File: src/hdl/ptw_pkg.sv
// ---------------------------------------------------------------------------
// ptw_pkg
// Shared widths, codes, result type and granule tables of the page table walker.
// ---------------------------------------------------------------------------
package ptw_pkg;

	localparam int PA_BITS   = 47;
	localparam int VA_BITS   = 48;
	localparam int DATA_BITS = 64;
	localparam int SHIFT_W   = 6;
	localparam int IDXW_W    = 4;
	localparam int CFG_DW    = 3;

	// input function codes
	localparam logic FUNC_START = 1'b0;
	localparam logic FUNC_RESP  = 1'b1;

	// result kinds
	localparam logic KIND_READ = 1'b0;
	localparam logic KIND_DONE = 1'b1;

	// configuration register indexes
	localparam logic CFG_GRANULE = 1'b0;
	localparam logic CFG_LEVELS  = 1'b1;

	// granule codes
	localparam logic [1:0] GRAN_4K  = 2'd0;
	localparam logic [1:0] GRAN_16K = 2'd1;
	localparam logic [1:0] GRAN_64K = 2'd2;
	localparam logic [1:0] GRAN_RSV = 2'd3;

	localparam logic [1:0] DESC_BLOCK   = 2'b01;
	localparam logic [1:0] LAST_LEVEL   = 2'd3;
	localparam logic [2:0] LEVELS_RESET = 3'd4;
	localparam logic [VA_BITS-1:0] ROOT_OFFSET = VA_BITS'(8);

	typedef struct packed {
		logic                 kind;
		logic [VA_BITS-1:0]   read_addr;
		logic [PA_BITS-1:0]   phys_addr;
		logic [SHIFT_W-1:0]   map_shift;
		logic                 fault;
	} ptw_res_t;

	// address bit where the index of a level starts
	function automatic logic [SHIFT_W-1:0] lvl_shift(logic [1:0] g, logic [1:0] l);
		logic [SHIFT_W-1:0] s;
		unique case ({g, l})
			{GRAN_4K,  2'd0}: s = 6'd39;
			{GRAN_4K,  2'd1}: s = 6'd30;
			{GRAN_4K,  2'd2}: s = 6'd21;
			{GRAN_4K,  2'd3}: s = 6'd12;
			{GRAN_16K, 2'd0}: s = 6'd47;
			{GRAN_16K, 2'd1}: s = 6'd36;
			{GRAN_16K, 2'd2}: s = 6'd25;
			{GRAN_16K, 2'd3}: s = 6'd14;
			{GRAN_64K, 2'd0}: s = 6'd0;
			{GRAN_64K, 2'd1}: s = 6'd42;
			{GRAN_64K, 2'd2}: s = 6'd29;
			{GRAN_64K, 2'd3}: s = 6'd16;
			default:          s = 6'd0;
		endcase
		return s;
	endfunction

	// number of index bits at a level
	function automatic logic [IDXW_W-1:0] idx_width(logic [1:0] g, logic [1:0] l);
		logic [IDXW_W-1:0] w;
		unique case (g)
			GRAN_4K:  w = 4'd9;
			GRAN_16K: w = (l == 2'd0) ? 4'd1 : 4'd11;
			GRAN_64K: begin
				unique case (l)
					2'd0:    w = 4'd0;
					2'd1:    w = 4'd6;
					default: w = 4'd13;
				endcase
			end
			default:  w = 4'd0;
		endcase
		return w;
	endfunction

	// levels that may hold a block descriptor
	function automatic logic blk_ok(logic [1:0] g, logic [1:0] l);
		logic ok;
		unique case (g)
			GRAN_4K: ok = (l == 2'd1) || (l == 2'd2);
			default: ok = (l == 2'd2);
		endcase
		return ok;
	endfunction

	function automatic logic [VA_BITS-1:0] low_mask(logic [SHIFT_W-1:0] s);
		return (VA_BITS'(1) << s) - VA_BITS'(1);
	endfunction

endpackage

File: src/hdl/ptw_in_if.sv
// ---------------------------------------------------------------------------
// ptw_in_if
// Input channel: start transactions and memory read responses.
// ---------------------------------------------------------------------------
interface ptw_in_if import ptw_pkg::*; ();
	logic                 valid;
	logic                 ready;
	logic                 func;
	logic [VA_BITS-1:0]   virt_addr;
	logic [PA_BITS-1:0]   root_record_addr;
	logic [DATA_BITS-1:0] read_data;

	modport source (output valid, func, virt_addr, root_record_addr, read_data,
		input ready);
	modport sink (input valid, func, virt_addr, root_record_addr, read_data,
		output ready);
endinterface

File: src/hdl/ptw_out_if.sv
// ---------------------------------------------------------------------------
// ptw_out_if
// Output channel: read requests and finished translations.
// ---------------------------------------------------------------------------
interface ptw_out_if import ptw_pkg::*; ();
	logic               valid;
	logic               ready;
	logic               kind;
	logic [VA_BITS-1:0] read_addr;
	logic [PA_BITS-1:0] phys_addr;
	logic [SHIFT_W-1:0] map_shift;
	logic               fault;

	modport source (output valid, kind, read_addr, phys_addr, map_shift, fault,
		input ready);
	modport sink (input valid, kind, read_addr, phys_addr, map_shift, fault,
		output ready);
endinterface

File: src/hdl/ptw_core.sv
// ---------------------------------------------------------------------------
// ptw_core
// Input register, walk state and one-pass step logic of the walker.
// ---------------------------------------------------------------------------
module ptw_core import ptw_pkg::*; (
	input  logic              clk,
	input  logic              arst_n,
	input  logic              cfg_we,
	input  logic              cfg_idx,
	input  logic [CFG_DW-1:0] cfg_data,
	ptw_in_if.sink            in_ch,
	input  logic              buf_full,
	output logic              res_push,
	output ptw_res_t          res
);

	logic [1:0]           granule_q;
	logic [2:0]           levels_q;

	logic                 valid_s1;
	logic                 func_s1;
	logic [VA_BITS-1:0]   va_s1;
	logic [PA_BITS-1:0]   rra_s1;
	logic [DATA_BITS-1:0] data_s1;

	logic                 busy_q, fetch_root_q;
	logic [1:0]           walk_level_q;
	logic [VA_BITS-1:0]   held_va_q;

	logic                 busy_d, fetch_root_d;
	logic [1:0]           walk_level_d;
	logic                 adv, accept;

	logic [1:0]           gsel, first_lvl, req_l;
	logic [2:0]           nlev;
	logic [VA_BITS-1:0]   dm, gmask, bmask, tb_desc, req_tb, ix, req_addr;
	logic [SHIFT_W-1:0]   gshift, bshift;

	assign adv         = !buf_full;
	assign in_ch.ready = !valid_s1 || adv;
	assign accept      = in_ch.valid && in_ch.ready;

	always_ff @(posedge clk or negedge arst_n) begin
		if (!arst_n) begin
			granule_q <= GRAN_4K;
			levels_q  <= LEVELS_RESET;
		end else if (cfg_we) begin
			unique case (cfg_idx)
				CFG_GRANULE: granule_q <= cfg_data[1:0];
				CFG_LEVELS:  levels_q  <= cfg_data;
				default:     ;
			endcase
		end
	end

	always_ff @(posedge clk or negedge arst_n) begin
		if (!arst_n) begin
			valid_s1 <= 1'b0;
		end else if (accept) begin
			valid_s1 <= 1'b1;
		end else if (adv) begin
			valid_s1 <= 1'b0;
		end
	end

	always_ff @(posedge clk) begin
		if (accept) begin
			func_s1 <= in_ch.func;
			va_s1   <= in_ch.virt_addr;
			rra_s1  <= in_ch.root_record_addr;
			data_s1 <= in_ch.read_data;
		end
	end

	always_comb begin
		gsel = (granule_q == GRAN_RSV) ? GRAN_4K : granule_q;
		nlev = levels_q;
		if (nlev == 3'd0)
			nlev = 3'd1;
		if (nlev > 3'd4)
			nlev = 3'd4;
		if (gsel == GRAN_64K && nlev > 3'd3)
			nlev = 3'd3;
		first_lvl = 2'(3'd4 - nlev);
	end

	always_comb begin
		dm      = VA_BITS'(data_s1[PA_BITS-1:0]);
		gshift  = lvl_shift(gsel, LAST_LEVEL);
		gmask   = low_mask(gshift);
		bshift  = lvl_shift(gsel, walk_level_q);
		bmask   = low_mask(bshift);
		tb_desc = dm & ~gmask;
		// the root record word is used unaligned
		req_tb  = fetch_root_q ? dm : tb_desc;
		req_l   = fetch_root_q ? first_lvl : walk_level_q + 2'd1;
		ix      = (held_va_q >> lvl_shift(gsel, req_l)) &
			low_mask(SHIFT_W'(idx_width(gsel, req_l)));
		req_addr = req_tb + (ix << 3);
	end

	always_comb begin
		busy_d       = busy_q;
		fetch_root_d = fetch_root_q;
		walk_level_d = walk_level_q;
		res_push     = 1'b0;
		res          = '0;
		if (valid_s1 && adv) begin
			if (func_s1 == FUNC_START) begin
				busy_d        = 1'b1;
				fetch_root_d  = 1'b1;
				walk_level_d  = 2'd0;
				res_push      = 1'b1;
				res.kind      = KIND_READ;
				res.read_addr = VA_BITS'(rra_s1) + ROOT_OFFSET;
			end else if (busy_q) begin
				res_push = 1'b1;
				priority if (fetch_root_q) begin
					fetch_root_d  = 1'b0;
					walk_level_d  = first_lvl;
					res.kind      = KIND_READ;
					res.read_addr = req_addr;
				end else if (!data_s1[0]) begin
					busy_d    = 1'b0;
					res.kind  = KIND_DONE;
					res.fault = 1'b1;
				end else if (blk_ok(gsel, walk_level_q) && data_s1[1:0] == DESC_BLOCK) begin
					busy_d         = 1'b0;
					res.kind       = KIND_DONE;
					res.phys_addr  = PA_BITS'((dm & ~bmask) | (held_va_q & bmask));
					res.map_shift  = bshift;
				end else if (walk_level_q == LAST_LEVEL) begin
					busy_d         = 1'b0;
					res.kind       = KIND_DONE;
					res.phys_addr  = PA_BITS'(tb_desc | (held_va_q & gmask));
					res.map_shift  = gshift;
				end else begin
					walk_level_d  = req_l;
					res.kind      = KIND_READ;
					res.read_addr = req_addr;
				end
			end
		end
	end

	always_ff @(posedge clk or negedge arst_n) begin
		if (!arst_n) begin
			busy_q       <= 1'b0;
			fetch_root_q <= 1'b0;
			walk_level_q <= 2'd0;
			held_va_q    <= '0;
		end else begin
			busy_q       <= busy_d;
			fetch_root_q <= fetch_root_d;
			walk_level_q <= walk_level_d;
			if (valid_s1 && adv && func_s1 == FUNC_START)
				held_va_q <= va_s1;
		end
	end

	a_root_busy: assert property (@(posedge clk) disable iff (!arst_n)
		fetch_root_q |-> busy_q)
		else $error("root fetch pending while idle");

	a_done_idle: assert property (@(posedge clk) disable iff (!arst_n)
		(res_push && res.kind == KIND_DONE) |=> !busy_q)
		else $error("walk still busy after finishing");

	a_start_root: assert property (@(posedge clk) disable iff (!arst_n)
		(valid_s1 && adv && func_s1 == FUNC_START) |=> (busy_q && fetch_root_q))
		else $error("start did not arm root fetch");

	a_push_stalled: assert property (@(posedge clk) disable iff (!arst_n)
		res_push |-> !buf_full)
		else $error("result pushed into full buffer");

endmodule

File: src/hdl/ptw_obuf.sv
// ---------------------------------------------------------------------------
// ptw_obuf
// Two-entry result buffer that decouples the step logic from output stalls.
// ---------------------------------------------------------------------------
module ptw_obuf import ptw_pkg::*; (
	input  logic     clk,
	input  logic     arst_n,
	input  logic     push,
	input  ptw_res_t push_data,
	output logic     full,
	ptw_out_if.source out_ch
);

	ptw_res_t   ent_q [2];
	logic       wr_ptr_q, rd_ptr_q;
	logic [1:0] cnt_q;
	logic       pop;
	ptw_res_t   head;

	assign full         = (cnt_q == 2'd2);
	assign pop          = out_ch.valid && out_ch.ready;
	assign head         = ent_q[rd_ptr_q];
	assign out_ch.valid = (cnt_q != 2'd0);
	assign out_ch.kind       = head.kind;
	assign out_ch.read_addr  = head.read_addr;
	assign out_ch.phys_addr  = head.phys_addr;
	assign out_ch.map_shift  = head.map_shift;
	assign out_ch.fault      = head.fault;

	always_ff @(posedge clk) begin
		if (push)
			ent_q[wr_ptr_q] <= push_data;
	end

	always_ff @(posedge clk or negedge arst_n) begin
		if (!arst_n) begin
			wr_ptr_q <= 1'b0;
			rd_ptr_q <= 1'b0;
			cnt_q    <= 2'd0;
		end else begin
			if (push)
				wr_ptr_q <= !wr_ptr_q;
			if (pop)
				rd_ptr_q <= !rd_ptr_q;
			cnt_q <= cnt_q + 2'(push) - 2'(pop);
		end
	end

	a_cnt_range: assert property (@(posedge clk) disable iff (!arst_n)
		cnt_q != 2'd3)
		else $error("result buffer count overflow");

	a_ptr_match: assert property (@(posedge clk) disable iff (!arst_n)
		((cnt_q == 2'd0) || (cnt_q == 2'd2)) |-> (wr_ptr_q == rd_ptr_q))
		else $error("result buffer pointers out of step");

endmodule

File: src/hdl/page_table_walker_top.sv
// ---------------------------------------------------------------------------
// page_table_walker_top
// Multi-level page table walker for 4KB/16KB/64KB granules.
//
//   channel  dir  payload                                        handshake
//   in_ch    in   func, virt_addr, root_record_addr, read_data   valid/ready
//   out_ch   out  kind, read_addr, phys_addr, map_shift, fault   valid/ready
//   cfg      in   cfg_idx (0 granule, 1 levels), cfg_data        cfg_we
//
// One transaction per cycle is taken while the result buffer is not full; each
// result passes the input register, then step logic into the result buffer.
// A response while idle yields no result. Reset clears the walk state and
// sets granule 4KB, four levels. When the two-entry result buffer is full
// the input register holds its transaction and in_ch.ready stays low while
// that register is occupied.
// ---------------------------------------------------------------------------
module page_table_walker_top import ptw_pkg::*; (
	input  logic              clk,
	input  logic              arst_n,
	input  logic              cfg_we,
	input  logic              cfg_idx,
	input  logic [CFG_DW-1:0] cfg_data,
	ptw_in_if.sink            in_ch,
	ptw_out_if.source         out_ch
);

	logic     buf_full;
	logic     res_push;
	ptw_res_t res;

	ptw_core u_core (
		.clk      (clk),
		.arst_n   (arst_n),
		.cfg_we   (cfg_we),
		.cfg_idx  (cfg_idx),
		.cfg_data (cfg_data),
		.in_ch    (in_ch),
		.buf_full (buf_full),
		.res_push (res_push),
		.res      (res)
	);

	ptw_obuf u_obuf (
		.clk       (clk),
		.arst_n    (arst_n),
		.push      (res_push),
		.push_data (res),
		.full      (buf_full),
		.out_ch    (out_ch)
	);

endmodule

File: src/flat_wrapper.sv
// flat-port wrapper written by rule: the top's interface ports become plain ports
module page_table_walker_top_flat import ptw_pkg::*;
  (clk, arst_n, cfg_we, cfg_idx, cfg_data, in_ch_valid, in_ch_func, in_ch_virt_addr, in_ch_root_record_addr, in_ch_read_data, in_ch_ready, out_ch_valid, out_ch_kind, out_ch_read_addr, out_ch_phys_addr, out_ch_map_shift, out_ch_fault, out_ch_ready);
  ptw_in_if in_ch_i ();
  ptw_out_if out_ch_i ();
  input  logic clk;
  input  logic arst_n;
  input  logic cfg_we;
  input  logic cfg_idx;
  input  logic [CFG_DW-1:0] cfg_data;
  input wire logic [$bits(in_ch_i.valid)-1:0] in_ch_valid;
  input wire logic [$bits(in_ch_i.func)-1:0] in_ch_func;
  input wire logic [$bits(in_ch_i.virt_addr)-1:0] in_ch_virt_addr;
  input wire logic [$bits(in_ch_i.root_record_addr)-1:0] in_ch_root_record_addr;
  input wire logic [$bits(in_ch_i.read_data)-1:0] in_ch_read_data;
  output wire logic [$bits(in_ch_i.ready)-1:0] in_ch_ready;
  output wire logic [$bits(out_ch_i.valid)-1:0] out_ch_valid;
  output wire logic [$bits(out_ch_i.kind)-1:0] out_ch_kind;
  output wire logic [$bits(out_ch_i.read_addr)-1:0] out_ch_read_addr;
  output wire logic [$bits(out_ch_i.phys_addr)-1:0] out_ch_phys_addr;
  output wire logic [$bits(out_ch_i.map_shift)-1:0] out_ch_map_shift;
  output wire logic [$bits(out_ch_i.fault)-1:0] out_ch_fault;
  input wire logic [$bits(out_ch_i.ready)-1:0] out_ch_ready;
  assign in_ch_i.valid = in_ch_valid;
  assign in_ch_i.func = in_ch_func;
  assign in_ch_i.virt_addr = in_ch_virt_addr;
  assign in_ch_i.root_record_addr = in_ch_root_record_addr;
  assign in_ch_i.read_data = in_ch_read_data;
  assign in_ch_ready = in_ch_i.ready;
  assign out_ch_valid = out_ch_i.valid;
  assign out_ch_kind = out_ch_i.kind;
  assign out_ch_read_addr = out_ch_i.read_addr;
  assign out_ch_phys_addr = out_ch_i.phys_addr;
  assign out_ch_map_shift = out_ch_i.map_shift;
  assign out_ch_fault = out_ch_i.fault;
  assign out_ch_i.ready = out_ch_ready;
  page_table_walker_top u_core (.clk(clk), .arst_n(arst_n), .cfg_we(cfg_we), .cfg_idx(cfg_idx), .cfg_data(cfg_data), .in_ch(in_ch_i), .out_ch(out_ch_i));
endmodule
File: config.mk
export PLATFORM = sky130hd
export DESIGN_NAME = page_table_walker_top_flat
export DESIGN_NICKNAME = d
export VERILOG_FILES = /design/src/hdl/ptw_pkg.sv /design/src/hdl/ptw_in_if.sv /design/src/hdl/ptw_out_if.sv /design/src/hdl/ptw_core.sv /design/src/hdl/ptw_obuf.sv /design/src/hdl/page_table_walker_top.sv /design/src/flat_wrapper.sv
export SDC_FILE = /design/constraint.sdc
export NUM_CORES = 1
export LEC_CHECK = 0
export BUFFER_PORTS_ARGS = -buffer_cell sky130_fd_sc_hd__buf_2
export CORE_UTILIZATION = 40
export CTS_CLUSTER_SIZE = 8
export DETAILED_ROUTE_END_ITERATION = 10
export SLEW_MARGIN = 10
export SYNTH_ARGS = -nofsm -noshare
export SYNTH_HDL_FRONTEND = slang
export SYNTH_SLANG_ARGS = --single-unit
File: constraint.sdc
create_clock -name clk -period 6.07 [get_ports clk]
set_input_delay 0.9105 -clock clk [delete_from_list [all_inputs] [get_ports clk]]
set_output_delay 0.9105 -clock clk [all_outputs]
set_load 0.02 [all_outputs]
======== Yosys cells after proc, flatten, opt, wreduce, memory -nomap -nowiden ========
Memory sizes are Yosys's and may differ from the RTL's.
Index checks and enable logic that the tools add are counted.
word-level totals
  memories kept ........................... 3
  RAM bits ................................ 206
  flip-flop bits (word level) ............. 205
  logic and storage cells ................. 129
  output and inout port bits .............. 105
  bits in read-only memories .............. 192
operators by class
  bitwise operators ....................... 11
  add/subtract/negate cells ............... 9
  $lt $le $gt $ge ......................... 2
  eq/ne operators ......................... 14
  shift operators ......................... 4
  reduce and logical (&&, ||, !) cells .... 20
  mux-type cells .......................... 52
memory list
  memory               depth  bits a word  rd ports  clocked after Yosys merged registers in  write ports  line            source
  u_core.u_obuf.ent_q  2      103          1         0                                        1            ptw_obuf.sv:14  ptw_res_t ent_q [2];
  (name not given)     16     6            1         0                                        0            ptw_pkg.sv:48   unique case ({g, l})
  (name not given)     16     6            1         0                                        0            ptw_pkg.sv:48
operators by type and width
  cell                   count
  $mux 103               2
  $mux 48                3
  $and 47x47->47         3
  $mux 54                2
  $mux 53                2
  $mux 101               1
  $mux 49                2
  $or 47x47->47          2
  $add 47x4->48 const B  1
  $add 48x48->48         1
  $and 47x48->48         1
  $not 48->48            1
  $shl 1x6->48 const A   1
  $shr 48x6->45          1
  $sub 48x2->48 const B  1
  $not 47->47            1
  $shl 1x6->47 const A   1
  $sub 47x2->47 const B  1
  $and 45x45->45         1
  $shl 1x4->45 const A   1
  $sub 45x2->45 const B  1
  $mux 1                 25
  $mux 2                 9
  $pmux 5 s3             1
  other kinds (24)       47

======== Depth between registers and ports, before layout ========
  word-level depth ........................ 23
  gate-level depth with buffers ........... 31

======== Modules after synthesis ========
Synthesis repeated with hierarchy kept, for this count alone.
second synthesis, totals
  cell total of the unflattened synthesis .. 2375
  area total of the unflattened synthesis .. 25046.5 um2
modules (own cells, without submodules)
  module    times used  area an instance (um2)  cells an instance  sequential area each (um2)
  ptw_core  1           17161.5                 2037               5746.8
  ptw_obuf  1           7885.1                  338                6286.0

======== Worst setup path before layout ========
OpenSTA, ideal clock, no wires.
  kind .................................... reg2reg
  start point ............................. reg u_core.u_core.walk_level_q[0]
  end point ............................... mem u_core.u_obuf.ent_q[0][101] (netlist bit) (data pin)
  arrival time ............................ 5.921 ns
  period minus slack after synthesis ...... 6.193 ns
  cell stages (with the launch flop) ...... 30
  path slack .............................. -0.123 ns
  path buffers ............................ 2
  library setup time ...................... 0.271 ns
  required time ........................... 5.799 ns
  cell sequence ........................... dfrtp_1 inv_1 ha_1 mux2i_1 inv_1 ha_1 nor2b_2 mux2i_4 buf_6 buf_6 mux2i_1 mux2i_1 mux2_2 mux2i_1 o21ai_0 nand2_1 a21oi_1 ha_1 inv_1 fa_1 nor2b_1 o211ai_1 a31oi_1 o211ai_1 o22ai_1 a2111oi_2 o21ai_0 a221oi_1 xor2_1 o21ai_1
RTL lines
  item                    line             source
  start, declared         ptw_core.sv:27   logic [1:0] walk_level_q;
  start signal, assigned  ptw_core.sv:155  walk_level_q <= walk_level_d;
  end, declared           ptw_obuf.sv:14

==> flow_summary.json <==
{
  "core_area_mm2": 0.0607,
  "drtIter0Drc": 1888,
  "cp-end-kind": "register",
  "num_antenna_cells": 0,
  "fin_nets": 3124,
  "worstHoldPathType": "reg2reg",
  "cp.arrival_ns": 6.72,
  "wl_per_cell_um": 24.7,
  "overflow": 0,
  "switching_share": 0.439,
  "status": "finished, violations left",
  "avgSynthCellArea_um2": 10.5,
  "final_hold_viol_count": 0,
  "rsz0062_at_grt": "yes",
  "grt_pass1_vias": 20600,
  "start_util": 0.407,
  "cts_buffers": 59,
  "max_stage_delay_ns": 0.39,
  "num_vias": 21100,
  "drc": 0,
  "period_share": 1.05,
  "grt_util_all_layers": 0.285,
  "clk_pin_slew_ns": 0.05,
  "startpoint_type": "register",
  "drt_wl_total_um": 91600,
  "die_w_um": 250,
  "path_max_fanout": 5,
  "gp_congestion": 0.948,
  "fp-row-count": 90,
  "ctsHoldBuffers": 0,
  "synth_seq_cells": 411,
  "dr.pass1.iters": 6,
  "area_growth_pct": 29.6,
  "vias_per_cell": 5.70,
  "switchingPower_mw": 8.86,
  "internal-power_mw": 11.3,
  "async_reset_ff_frac": 0.151,
  "failed_checks": "negative setup slack",
  "worst_pin_slew_ns": 1.13,
  "ir_drop_mv": 0.327,
  "ant_nets": 0,
  "die_area_mm2": 0.0627,
  "fin_crit_ns": 6.36,
  "clkPwrFrac": 0.152,
  "slew_headroom": 0.243,
  "ys_types": 106,
  "final_util": 0.527,
  "port_buffers": 256,
  "synthFlopType": "edfxtp_1",
  "drv_cap": 0,
  "grt_pass1_wl_um": 133000,
  "cts_root_buf": "clkbuf_16",
  "p_leak_nw": 13.1,
  "io_pins": 274,
  "ys_seq_area_frac": 0.488,
  "cpMaxStageDelayCell": "or3b_4",
  "cts.sinks": 411,
  "grt_max_degree": 87,
  "combPwrFrac": 0.609,
  "cts_buffer_depth": 3,
  "fp.dieH_um": 250,
  "yosys_warnings": 0,
  "worst_slack_ns": -0.292,
  "syn_area_mm2": 0.0247,
  "dp_worst_setup_slack_ns": -0.638,
  "antenna_found_initial": 2,
  "path_class": "reg2reg",
  "clk_latency_ns": 0.64,
  "max_freq_mhz": 157,
  "skew_ns": 0.0483,
  "synth_edf_count": 349,
  "dp_hpwl_um": 68900,
  "tritoncts": "yes",
  "p_total_mw": 20.2,
  "setup_violations": 32,
  "drive_above_1_share": 0.346,
  "worst_ep_required_time_ns": 6.43,
  "p_per_area_mw_per_mm2": 631,
  "syn_inst": 2345,
  "htree_levels": 2,
  "p_seq_frac": 0.239,
  "hold_slack_ns": 0.410,
  "slew_violations": 0
}
-- per-layer routing --
layer | part of all wire | global-route usage | vias up
li1 | - | - | 9718
met1 | 0.46 | 0.409 | 10500
met5 | 0 | 0 | -
met2 | 0.44 | 0.434 | 804
met4 | 0.034 | 0.0973 | 0
met3 | 0.069 | 0.0468 | 145
-- power by group through the flow --
stage | registers, mW | logic (mW) | clock network (mW)
2_1_floorplan | 4.45 | 6.33 | 0
3_3_place_gp | 4.80 | 10.8 | 0
3_5_place_dp | 4.83 | 10.8 | 0
4_1_cts | 4.79 | 11.6 | 3.14
5_1_grt | 4.87 | 13.0 | 3.24
6_report | 4.82 | 12.3 | 3.07
-- flip-flops by register name, summed over array words and instances, names as in the netlist --
name / cells
u_core.u_obuf.cnt_q: 2
u_core.u_core.levels_q: 3
u_core.u_obuf.ent_q: 206
u_core.u_core.busy_q: 1
u_core.u_core.fetch_root_q: 1
u_core.u_obuf.wr_ptr_q: 1
u_core.u_core.va_s1: 48
u_core.u_core.granule_q: 2
u_core.u_core.func_s1: 1
u_core.u_obuf.rd_ptr_q: 1
u_core.u_core.walk_level_q: 2
u_core.u_core.held_va_q: 48
u_core.u_core.rra_s1: 47
u_core.u_core.valid_s1: 1
u_core.u_core.data_s1: 47
-- critical path, delay by kind of cell (launching register included) --
kind            cells  cell delay, ns
compound gates     13            2.83
xor+xnor            1            0.20
fa+ha+maj           2            0.52
buf+inv            10            1.37
flops               1            0.37
mux                 2            0.37
simple gates        1            0.39
-- synth_stat cells, types with 14 or more instances --
cell / n / share of area
o21a_1: 21 / 0.0064
and2_1: 24 / 0.0061
a21oi_1: 122 / 0.025
nor2b_1: 14 / 0.0035
o211ai_1: 17 / 0.0052
buf_2: 23 / 0.0047
nand4_1: 17 / 0.0043
o22ai_1: 50 / 0.013
inv_1: 33 / 0.0050
xnor2_1: 55 / 0.020
a21o_1: 25 / 0.0076
and3_1: 27 / 0.0068
nor2_1: 171 / 0.026
clkbuf_1: 97 / 0.015
xor2_1: 50 / 0.018
ha_1: 66 / 0.033
o21ai_1: 21 / 0.0043
mux2_2: 129 / 0.059
nand2_1: 370 / 0.056
nor3_1: 27 / 0.0055
o21ai_0: 99 / 0.020
edfxtp_1: 349 / 0.42
a32o_1: 22 / 0.0089
a31oi_1: 20 / 0.0051
buf_6: 14 / 0.0064
dfrtp_1: 61 / 0.062
mux2i_1: 123 / 0.050
nand2b_1: 20 / 0.0051
a211oi_1: 16 / 0.0049
nand3_1: 62 / 0.013
-- timing repair --
action	CTS	global route
pin swaps	48	44
setup buffers	38	22
setup endpoints to repair	48	60
gates resized for setup	117	82
cloned	1	0
-- cells by family after synthesis --
kind of cell / synth area share
multiplexers: 0.116
flip-flops: 0.488
adder cells (fa/ha/maj): 0.0343
AND/OR/NAND/NOR: 0.151
buffers and inverters: 0.0346
other: 0.000152
AO/OA/AOI/OAI: 0.140
XOR/XNOR: 0.0373
-- layout by cell type, fill, tap and decap left out, types with 9 or more instances in the layout --
master	Yosys	routed
a32oi_1	9	9
a21o_1	25	25
nand2b_1	20	19
o22ai_1	50	44
clkbuf_1	97	34
o21ai_0	99	88
clkbuf_16	0	59
nor3_1	27	22
a211oi_1	16	11
inv_1	33	30
buf_12	0	19
nand4_1	17	17
nor2b_1	14	12
nand2_1	370	366
a31oi_1	20	15
buf_6	14	15
mux2i_1	123	102
and2_1	24	22
conb_1	1	13
a21oi_2	3	22
mux2_2	129	125
xor2_1	50	49
edfxtp_1	349	349
xnor2_1	55	46
a32o_1	22	22
mux2i_2	0	18
o21ai_2	1	10
o21ai_1	21	20
o211ai_1	17	17
o21a_1	21	20
ha_1	66	59
nor2_1	171	163
a22oi_1	11	11
a21oi_1	122	101
buf_2	23	256
and3_1	27	25
nand3_1	62	60
buf_4	5	328
dfrtp_1	61	60
-- per-stage QoR --
step           std cells  cell area (um^2)  setup TNS, ns
3_3_place_gp        3553             28800         -10.45
5_1_grt             3710             32000         -15.02
6_report            3710             32000          -5.28
4_1_cts             3691             31400         -0.891
2_1_floorplan       2357             24700              0
3_5_place_dp        3553             28800         -13.53
-- layout make-up --
type | count | area [um^2]
multi-input combinational | 1762 | 12700
tap | 782 | 978
fill | 5390 | 28700
clock inverter | 7 | 138
clock buffer | 94 | 1620
timing repair buffer | 620 | 4340
inverter | 34 | 135
sequential | 411 | 12000
-- final timing paths --
check | start | endpoint | slack [ns] | depth (start not counted)
worst max register to register | u_core.u_core.levels_q[0] | u_core.u_obuf.ent_q[0][101] | -0.29 | 29
worst min-delay path | u_core.u_core.va_s1[34] | u_core.u_core.held_va_q[34] | 0.41 | 2
max in group asynchronous | arst_n | u_core.u_obuf.rd_ptr_q | 4.96 | 2
worst min register to register | u_core.u_core.va_s1[34] | u_core.u_core.held_va_q[34] | 0.41 | 2
worst max-delay path | u_core.u_core.levels_q[0] | u_core.u_obuf.ent_q[0][101] | -0.29 | 29
min in group asynchronous | arst_n | u_core.u_core.granule_q[0] | 0.48 | 2
Power figures use the tool's default switching activity.
